===== src/design/prqs_pkg.sv =====
// ----------------------------------------------------------------------------
// prqs_pkg
// shared types and constants for the per-cpu run queue scheduler
// ----------------------------------------------------------------------------
package prqs_pkg;

    typedef enum logic [2:0] {
        CMD_RUNNABLE = 3'd0,
        CMD_BLOCK    = 3'd1,
        CMD_ZOMBIE   = 3'd2,
        CMD_FREE     = 3'd3,
        CMD_RUNNING  = 3'd4,
        CMD_BOOT     = 3'd5,
        CMD_YIELD    = 3'd6,
        CMD_TICK     = 3'd7
    } t_cmd;

    localparam logic [2:0] ST_UNUSED   = 3'd0;
    localparam logic [2:0] ST_RUNNABLE = 3'd1;
    localparam logic [2:0] ST_RUNNING  = 3'd2;
    localparam logic [2:0] ST_BLOCKED  = 3'd3;
    localparam logic [2:0] ST_ZOMBIE   = 3'd4;

    localparam int CNT_W = 48;

    typedef struct packed {
        logic [2:0] cmd;
        logic [5:0] task_id;
        logic [2:0] cpu_id;
    } t_in_word;

    typedef struct packed {
        logic             status;
        logic [5:0]       current_task;
        logic             current_idle;
        logic             switched;
        logic             resched_pending;
        logic [CNT_W-1:0] total_ticks;
        logic [CNT_W-1:0] idle_ticks;
    } t_out_word;

endpackage


===== src/design/per_cpu_run_queue_scheduler.sv =====
// ----------------------------------------------------------------------------
// per_cpu_run_queue_scheduler
// round-robin fifo run queues per cpu over a shared task table
// ----------------------------------------------------------------------------
// usage:
//   input channel (i_valid / o_stall) takes one command word: make runnable,
//   block, zombie, free, mark running, boot current, yield or tick.
//   output channel (o_valid / i_stall) returns one result word per command.
// sequencing:
//   a command runs on a sequencer over the task table, a synchronous memory
//   with a registered read port; yield drops stale queue entries as it pops
//   them, until it finds a runnable task or the queue is empty; make runnable
//   unlinks a queued task and pushes it at the tail of the queue.
//   one command is in flight at a time; the next is accepted once the
//   sequencer is idle again.
// reset:
//   synchronous, active low. task records reset through a valid bit per
//   entry; invalid entries read as unused, no home, not queued.
// stall:
//   the result sits in an output register; a stalled result only holds the
//   next command in its final step until the register is taken.
// ----------------------------------------------------------------------------
module per_cpu_run_queue_scheduler
    import prqs_pkg::*;
#(
    parameter int MAX_TASKS = 64,
    parameter int NUM_CPUS  = 4
) (
    input  logic      i_clk,
    input  logic      i_rst_n,
    input  logic      i_valid,
    output logic      o_stall,
    input  t_in_word  i_data,
    output logic      o_valid,
    input  logic      i_stall,
    output t_out_word o_data
);

    localparam int TW = (MAX_TASKS > 1) ? $clog2(MAX_TASKS) : 1;
    localparam int LW = TW + 1;
    localparam int CW = (NUM_CPUS > 1) ? $clog2(NUM_CPUS) : 1;
    localparam logic [LW-1:0] NONE = LW'(MAX_TASKS);
    localparam logic [3:0] HOME_NONE = 4'd15;

    // task record: status, home, queued, resched, next, prev
    typedef struct packed {
        logic [2:0]    st;
        logic [3:0]    home;
        logic          queued;
        logic          resched;
        logic [LW-1:0] nxt;
        logic [LW-1:0] prv;
    } t_rec;

    typedef enum logic [4:0] {
        S_IDLE, S_RD_T, S_CHK_T, S_UL_P, S_UL_PW, S_UL_N, S_UL_NW, S_AFTER_UL,
        S_PUSH_TL, S_PUSH_TLW, S_PUSH_T, S_PUSH_TW,
        S_Y_RD_CUR, S_Y_CUR, S_POP_RD, S_POP_H, S_POP_N, S_POP_NW,
        S_TK_RD, S_TK, S_FIN_RD, S_FIN, S_OUT
    } t_state;

    t_rec              mem [MAX_TASKS];
    logic [MAX_TASKS-1:0] r_vld;
    logic              r_we;
    logic [TW-1:0]     r_waddr, r_raddr;
    t_rec              r_wdata, r_rdq;
    logic              r_rdv;
    logic              r_rd_en;
    t_rec              rd;

    t_state            r_state;
    logic [2:0]        r_cmd;
    logic [TW-1:0]     r_t;
    logic [CW-1:0]     r_c;
    t_rec              r_trec;
    logic [LW-1:0]     r_head [NUM_CPUS];
    logic [LW-1:0]     r_tail [NUM_CPUS];
    logic [LW-1:0]     r_cur  [NUM_CPUS];
    logic [CW-1:0]     r_uc;
    logic [LW-1:0]     r_prev_cur;
    logic              r_status;
    logic              r_sw;
    logic [LW-1:0]     r_ptl;
    logic [CNT_W-1:0]  r_tot, r_idl;
    logic              r_ov;
    t_out_word         r_od;
    logic              out_load;

    // task memory, write port and registered read port
    always_ff @(posedge i_clk) begin
        if (r_we) begin
            mem[r_waddr] <= r_wdata;
        end
        if (r_rd_en) begin
            r_rdq <= mem[r_raddr];
        end
    end

    always_comb begin
        rd = r_rdq;
        if (!r_rdv) begin
            rd.st      = ST_UNUSED;
            rd.home    = HOME_NONE;
            rd.queued  = 1'b0;
            rd.resched = 1'b0;
        end
    end

    assign o_stall = (r_state != S_IDLE);
    assign o_valid = r_ov;
    assign o_data  = r_od;

    // result word moves into the output register once it is free or taken
    assign out_load = (r_state == S_OUT) && (!r_ov || !i_stall);

    function automatic logic [CW-1:0] fold_cpu(input logic [3:0] h);
        return (32'(h) < NUM_CPUS) ? CW'(h) : '0;
    endfunction

    // sequencer
    always_ff @(posedge i_clk) begin
        r_we    <= 1'b0;
        r_rd_en <= 1'b0;
        if (!i_rst_n) begin
            r_state <= S_IDLE;
            r_vld   <= '0;
            r_ov    <= 1'b0;
            r_tot   <= '0;
            r_idl   <= '0;
            for (int i = 0; i < NUM_CPUS; i++) begin
                r_head[i] <= NONE;
                r_tail[i] <= NONE;
                r_cur[i]  <= NONE;
            end
        end else begin
            if (out_load) begin
                r_ov <= 1'b1;
            end else if (r_ov && !i_stall) begin
                r_ov <= 1'b0;
            end
            if (r_we) begin
                r_vld[r_waddr] <= 1'b1;
            end
            // hold while a memory read lands in r_rdq
            if (!r_rd_en) begin
                unique case (r_state)
                    S_IDLE: begin
                        if (i_valid) begin
                            r_cmd    <= i_data.cmd;
                            r_t      <= TW'(i_data.task_id);
                            r_c      <= (32'(i_data.cpu_id) < NUM_CPUS) ?
                                        CW'(i_data.cpu_id) : '0;
                            r_status <= 1'b0;
                            r_sw     <= 1'b0;
                            if (i_data.cmd == CMD_YIELD) begin
                                r_state <= S_Y_RD_CUR;
                            end else if (i_data.cmd == CMD_TICK) begin
                                r_state <= S_TK_RD;
                            end else if (32'(i_data.task_id) < MAX_TASKS) begin
                                r_state <= S_RD_T;
                            end else begin
                                r_state <= S_FIN_RD;
                            end
                        end
                    end
                    S_RD_T: begin
                        r_raddr <= r_t;
                        r_rdv   <= r_vld[r_t];
                        r_rd_en <= 1'b1;
                        r_state <= S_CHK_T;
                    end
                    S_CHK_T: begin
                        r_trec <= rd;
                        r_uc   <= fold_cpu(rd.home);
                        if (rd.queued) begin
                            r_state <= S_UL_P;
                        end else begin
                            r_state <= S_AFTER_UL;
                        end
                    end
                    // unlink: fix prev's next or head, then next's prev or tail
                    S_UL_P: begin
                        if (r_trec.prv != NONE) begin
                            r_raddr <= TW'(r_trec.prv);
                            r_rdv   <= r_vld[TW'(r_trec.prv)];
                            r_rd_en <= 1'b1;
                            r_state <= S_UL_PW;
                        end else begin
                            r_head[r_uc] <= r_trec.nxt;
                            r_state      <= S_UL_N;
                        end
                    end
                    S_UL_PW: begin
                        r_wdata     <= r_rdq;
                        r_wdata.nxt <= r_trec.nxt;
                        r_waddr     <= TW'(r_trec.prv);
                        r_we        <= 1'b1;
                        r_state     <= S_UL_N;
                    end
                    S_UL_N: begin
                        if (r_we) begin
                            // wait for write to land before reading
                        end else if (r_trec.nxt != NONE) begin
                            r_raddr <= TW'(r_trec.nxt);
                            r_rdv   <= r_vld[TW'(r_trec.nxt)];
                            r_rd_en <= 1'b1;
                            r_state <= S_UL_NW;
                        end else begin
                            r_tail[r_uc] <= r_trec.prv;
                            r_state      <= S_AFTER_UL;
                        end
                    end
                    S_UL_NW: begin
                        r_wdata     <= r_rdq;
                        r_wdata.prv <= r_trec.prv;
                        r_waddr     <= TW'(r_trec.nxt);
                        r_we        <= 1'b1;
                        r_state     <= S_AFTER_UL;
                    end
                    // apply the command to the task record
                    S_AFTER_UL: begin
                        r_trec.queued <= 1'b0;
                        r_trec.nxt    <= NONE;
                        r_trec.prv    <= NONE;
                        priority case (r_cmd)
                            CMD_RUNNABLE: begin
                                r_trec.st <= ST_RUNNABLE;
                                r_state   <= S_PUSH_TL;
                            end
                            CMD_BOOT: begin
                                r_trec.st   <= ST_RUNNING;
                                r_trec.home <= 4'(r_c);
                                r_cur[r_c]  <= LW'(r_t);
                                r_state     <= S_PUSH_TW;
                            end
                            default: begin
                                r_trec.st <= (r_cmd == CMD_BLOCK)  ? ST_BLOCKED :
                                             (r_cmd == CMD_ZOMBIE) ? ST_ZOMBIE  :
                                             (r_cmd == CMD_FREE)   ? ST_UNUSED  : ST_RUNNING;
                                r_trec.home <= (r_cmd == CMD_FREE) ? HOME_NONE :
                                    (32'(r_trec.home) < NUM_CPUS) ? r_trec.home : 4'(r_c);
                                r_state <= S_PUSH_TW;
                            end
                        endcase
                    end
                    // push r_t at tail of r_c
                    S_PUSH_TL: begin
                        if (r_we) begin
                        end else if (r_tail[r_c] != NONE) begin
                            r_ptl   <= r_tail[r_c];
                            r_raddr <= TW'(r_tail[r_c]);
                            r_rdv   <= r_vld[TW'(r_tail[r_c])];
                            r_rd_en <= 1'b1;
                            r_state <= S_PUSH_TLW;
                        end else begin
                            r_ptl        <= NONE;
                            r_head[r_c]  <= LW'(r_t);
                            r_state      <= S_PUSH_T;
                        end
                    end
                    S_PUSH_TLW: begin
                        r_wdata     <= r_rdq;
                        r_wdata.nxt <= LW'(r_t);
                        r_waddr     <= TW'(r_ptl);
                        r_we        <= 1'b1;
                        r_state     <= S_PUSH_T;
                    end
                    S_PUSH_T: begin
                        r_trec.prv    <= r_ptl;
                        r_trec.nxt    <= NONE;
                        r_trec.queued <= 1'b1;
                        r_trec.home   <= 4'(r_c);
                        r_tail[r_c]   <= LW'(r_t);
                        r_state       <= S_PUSH_TW;
                    end
                    S_PUSH_TW: begin
                        r_wdata <= r_trec;
                        r_waddr <= r_t;
                        r_we    <= 1'b1;
                        r_state <= (r_cmd == CMD_YIELD) ? S_POP_RD : S_FIN_RD;
                    end
                    // yield: requeue a running current task
                    S_Y_RD_CUR: begin
                        r_prev_cur <= r_cur[r_c];
                        if (r_cur[r_c] != NONE) begin
                            r_t     <= TW'(r_cur[r_c]);
                            r_raddr <= TW'(r_cur[r_c]);
                            r_rdv   <= r_vld[TW'(r_cur[r_c])];
                            r_rd_en <= 1'b1;
                            r_state <= S_Y_CUR;
                        end else begin
                            r_state <= S_POP_RD;
                        end
                    end
                    S_Y_CUR: begin
                        r_trec <= rd;
                        if (rd.st == ST_RUNNING) begin
                            r_trec.st <= ST_RUNNABLE;
                            if (rd.queued) begin
                                r_status <= 1'b1;
                                r_state  <= S_PUSH_TW;
                            end else begin
                                r_state <= S_PUSH_TL;
                            end
                        end else begin
                            r_state <= S_POP_RD;
                        end
                    end
                    // pop head until runnable or empty
                    S_POP_RD: begin
                        if (r_we) begin
                        end else if (r_head[r_c] == NONE) begin
                            r_cur[r_c] <= NONE;
                            r_sw       <= (r_prev_cur != NONE);
                            r_state    <= S_FIN_RD;
                        end else begin
                            r_t     <= TW'(r_head[r_c]);
                            r_raddr <= TW'(r_head[r_c]);
                            r_rdv   <= r_vld[TW'(r_head[r_c])];
                            r_rd_en <= 1'b1;
                            r_state <= S_POP_H;
                        end
                    end
                    S_POP_H: begin
                        r_trec        <= rd;
                        r_trec.queued <= 1'b0;
                        r_trec.nxt    <= NONE;
                        r_trec.prv    <= NONE;
                        r_head[r_c]   <= rd.nxt;
                        if (rd.nxt == NONE) begin
                            r_tail[r_c] <= NONE;
                        end
                        if (rd.st == ST_RUNNABLE) begin
                            r_trec.st      <= ST_RUNNING;
                            r_trec.home    <= 4'(r_c);
                            r_trec.resched <= 1'b0;
                            r_cur[r_c]     <= LW'(r_t);
                            r_sw           <= (LW'(r_t) != r_prev_cur);
                        end
                        r_state <= S_POP_N;
                    end
                    S_POP_N: begin
                        if (r_head[r_c] != NONE) begin
                            r_raddr <= TW'(r_head[r_c]);
                            r_rdv   <= r_vld[TW'(r_head[r_c])];
                            r_rd_en <= 1'b1;
                        end
                        r_wdata <= r_trec;
                        r_waddr <= r_t;
                        r_we    <= 1'b1;
                        r_state <= S_POP_NW;
                    end
                    S_POP_NW: begin
                        if (r_head[r_c] != NONE) begin
                            r_wdata     <= r_rdq;
                            r_wdata.prv <= NONE;
                            r_waddr     <= TW'(r_head[r_c]);
                            r_we        <= 1'b1;
                        end
                        r_state <= (r_cur[r_c] == LW'(r_t) && r_trec.st == ST_RUNNING)
                                   ? S_FIN_RD : S_POP_RD;
                    end
                    // tick
                    S_TK_RD: begin
                        r_tot <= r_tot + 1'b1;
                        if (r_cur[r_c] == NONE) begin
                            r_idl   <= r_idl + 1'b1;
                            r_state <= S_FIN_RD;
                        end else begin
                            r_t     <= TW'(r_cur[r_c]);
                            r_raddr <= TW'(r_cur[r_c]);
                            r_rdv   <= r_vld[TW'(r_cur[r_c])];
                            r_rd_en <= 1'b1;
                            r_state <= S_TK;
                        end
                    end
                    S_TK: begin
                        if (rd.st == ST_RUNNING) begin
                            r_wdata         <= rd;
                            r_wdata.resched <= 1'b1;
                            r_waddr         <= r_t;
                            r_we            <= 1'b1;
                        end
                        r_state <= S_FIN_RD;
                    end
                    // read current task record for the result
                    S_FIN_RD: begin
                        if (r_we) begin
                        end else begin
                            r_raddr <= TW'(r_cur[r_c]);
                            r_rdv   <= r_vld[TW'(r_cur[r_c])];
                            r_rd_en <= 1'b1;
                            r_state <= S_FIN;
                        end
                    end
                    S_FIN: begin
                        r_state <= S_OUT;
                    end
                    // wait here until the output register can take the word
                    S_OUT: begin
                        if (out_load) begin
                            r_od.status          <= r_status;
                            r_od.current_task    <= (r_cur[r_c] != NONE) ?
                                                    6'(r_cur[r_c]) : 6'd0;
                            r_od.current_idle    <= (r_cur[r_c] == NONE);
                            r_od.switched        <= r_sw;
                            r_od.resched_pending <= (r_cur[r_c] != NONE) && rd.resched;
                            r_od.total_ticks     <= r_tot;
                            r_od.idle_ticks      <= r_idl;
                            r_state              <= S_IDLE;
                        end
                    end
                    default: r_state <= S_IDLE;
                endcase
            end
        end
    end

endmodule


===== config.mk =====
export PLATFORM = sky130hd
export DESIGN_NAME = per_cpu_run_queue_scheduler
export DESIGN_NICKNAME = d
export VERILOG_FILES = /design/src/design/prqs_pkg.sv /design/src/design/per_cpu_run_queue_scheduler.sv
export SDC_FILE = /design/constraint.sdc
export NUM_CORES = 2
export LEC_CHECK = 0
export BUFFER_PORTS_ARGS = -buffer_cell sky130_fd_sc_hd__clkbuf_2
export CORE_ASPECT_RATIO = 1.1
export CORE_MARGIN = 2
export CORE_UTILIZATION = 40
export DETAILED_ROUTE_END_ITERATION = 12
export GPL_TIMING_DRIVEN = 0
export PLACE_DENSITY_LB_ADDON = 0.15
export SETUP_SLACK_MARGIN = 0.02
export SLEW_MARGIN = 15
export SYNTH_ARGS = -nofsm -noshare
export SYNTH_HDL_FRONTEND = slang
export SYNTH_SLANG_ARGS = --single-unit

===== constraint.sdc =====
create_clock -name i_clk -period 8.9 [get_ports i_clk]
set_clock_uncertainty 0.2 [all_clocks]
set_input_delay 0.445 -clock i_clk [delete_from_list [all_inputs] [get_ports i_clk]]
set_output_delay 0.445 -clock i_clk [all_outputs]
set_load 0.01 [all_outputs]

==> results.ini <==
[status]
status=finished clean

[synthesis]
synth_seq_cells=1943
ys_seq_area_share_pct=71.8
synth_cell_types=78
syn_avg_cell_area_um2=19.3
synth_ff_type=edfxtp_1
syn_inst=4087
syn_area_um2=78900
yosys_warnings=0
synth_edf_count=1773
synthArstFlopShare_pct=0
synth_nets=4105

[worst_setup_path]
worst_path_most_repeated_cell=clkbuf_1
crit_fanout=10
crit_path_max_incr_delay_ns=0.66
start_kind=flip-flop
crit_chain=clkbuf_1, clkbuf_1, mux4_2, clkbuf_1, nor2_1, and4_1, clkbuf_1, nor2_1, o22ai_1, nand2b_1, clkbuf_1, nand2_1
critPathRequiredTime_ns=9.18
crit_type=reg -> reg
crit_arrival_ns=5.71
endpoint_kind=flip-flop
critPathSlowestCell=nor2_1

[global_route]
grt_max_degree=33
grt-ovfl-total=0
met1_usage_pct=31.5
grt.met2_usage_pct=37.4
grt-busiest-layer=met2
grt_pass1_vias=43115
grt_pass1_wl_um=328000
antenna_found_initial=15
grtUsageTotal_pct=23.1
met3_usage_pct=3.69

[cells_and_area]
area_delta_synth_final_pct=17.9
final_cells=7333
nets=4583
final_util_pct=47.3
drive_gt1_share_pct=26.7
final_area_um2=93000

[power_and_ir_drop]
ir_drop_mv=0.157
power.density_nw_per_um2=259
power_leakage_uw=0.0295

[clock_tree]
htree_num_levels=4
cts_tree=yes
numClockSinks=1943
cts_resized=0
cts.clk_slew.worst_paths_ns=0.06
cts_buffer_depth=3
cts_made_buffers=199
root_buffer=clkbuf_16
clock_latency_ns=0.84

[drt]
vias=42743
drt_iter0_drc=4611
ant_nets=0
viasPerCell=5.83
wirelength_um=231000
first_pass_iters=7
drc=0
wl_per_cell_um=31.6

[sta]
slew_viol_final=0
fin_hold_ws_ns=0.231
fin_crit_sh_pct=60.9
relSlewSlack_pct=12.8
rsz0062_at_grt=false
tightest_slew_ns=1.31
setup_violations=0
max_freq_mhz=184
post-route-min-period_ns=5.42
finalHoldViolCount=0
fin_setup_tns_ns=0

[floorplanning]
fp.dieW_um=428
core_area_um2=197000
pin_count=124
die_h_um=470
die-area_um2=201000
start_util_pct=40.1
rows=171

[flow_run]
cap_violations=0

[worst_hold_path]
hp-class=reg -> reg

[placement]
port_buffers=122
gp_congestion=0.944
dpl_cell_area_um2=86400
dp_hpwl_um=165000
dpl.cell_count=6945

==> metrics by stage <==
step           total power [µW]  worst slack [ns]
2_1_floorplan             13600              2.52
3_3_place_gp              15700            -0.451
3_5_place_dp              16000              3.52
4_1_cts                   24300              3.51
5_1_grt                   24900              3.23
6_report                  24100              3.48
==> synthesized netlist by cell type, types with 6 or more instances <==
cell	instances	area [µm²]
a222oi_1	12	120
nor4_1	14	87.6
nand4_1	29	181
a211oi_1	13	97.6
dfxtp_1	170	3400
mux4_2	594	13400
nor3b_1	7	52.6
nand3b_1	9	67.6
mux2i_1	81	811
a22o_1	14	123
a21oi_1	45	225
and4_1	17	149
or3_1	22	138
o31ai_1	10	75.1
and3_1	12	75.1
nand2_1	174	653
nand3_1	61	305
clkbuf_1	171	642
nand2b_1	41	257
and2_1	87	544
o21ai_0	57	285
o22ai_1	10	62.6
a21boi_0	22	165
a22oi_1	38	285
xnor2_1	44	385
nor2b_1	32	200
inv_1	63	236
edfxtp_1	1773	53200
o211ai_1	10	75.1
buf_2	6	30.0
buf_1	52	195
nor2_1	180	676
a31oi_1	13	81.3
xor2_1	27	236
mux2_2	8	90.1
nor3_1	37	185
o21a_1	65	488
==> per-layer routing <==
| metal | vias to the layer above | part of all wire [%] |
|---|---|---|
| li1 | 17791 | - |
| met1 | 22818 | 41 |
| met2 | 1727 | 49 |
| met3 | 399 | 6.4 |
| met4 | 8 | 4.0 |
| met5 | - | 0.022 |
==> path summary, 6_finish.rpt <==
path	depth (start not counted)	slack [ns]	end	from
setup / recovery	12	3.48	r_head[2][3]	flip-flop
hold / removal	0	0.23	o_data[105]	r_status
setup reg to reg	12	3.48	r_head[2][3]	flip-flop
hold reg to reg	0	0.23	o_data[105]	r_status
==> power by group <==
group	switching, µW	internal (µW)
sequential	219	10400
combinational	3180	1980
clock	3530	4840
==> layout make-up <==
cell class,count,area (µm²)
diodes,4,10.0
plain buffers,232,918
clock buffers,255,5380
clock inverters,115,1110
fillers,16481,104000
inverters,65,244
multi-input cells,1847,21700
flip-flops and latches,1943,56600
well taps,2595,3250
repair buffers,277,3780
==> kinds of logic after synthesis <==
logic type / Yosys count / share of synthesized area [%]
multiplexers: 683 / 18.1
XOR/XNOR: 71 / 0.788
buffers and inverters: 297 / 1.44
AO/OA/AOI/OAI: 343 / 3.02
adder cells (fa/ha/maj): 2 / 0.0317
AND/OR/NAND/NOR: 748 / 4.85
flip-flops: 1943 / 71.8
==> flip-flops by register name, indices dropped and copies added (netlist names), 5 cells and up, named ones only <==
name        flops
r_state         5
r_tot          48
r_t             6
r_wdata        23
r_cur          28
r_prev_cur      7
r_head         28
r_rdq          23
r_tail         28
r_idl          48
r_raddr         6
mem          1472
o_data        106
r_vld          64
r_ptl           7
r_trec         23
r_waddr         6
==> worst max-delay path, delay by kind of cell, from the launching register on <==
| family | cells | cell delay (ns) |
|---|---|---|
| buffers and inverters | 5 | 2.19 |
| and+or+nand+nor | 5 | 1.61 |
| muxes | 1 | 0.40 |
| AOI/OAI and AO/OA | 1 | 0.34 |
| DFF | 1 | 0.31 |
==> cell usage in the layout (no fill, tap or decap), drive strengths merged, types with 66 or more instances in the layout <==
master	count
edfxtp	1773
and2	88
mux2i	81
clkbuf	554
clkinv	88
dfxtp	170
nor2	180
nand2	175
buf	196
inv	66
mux4	594
==> timing repair <==
item	CTS	global route
hold endpoints to repair	26	0
buffers inserted	0	0
hold buffers	14	0
Note: power is estimated with default switching activity, not from simulation.
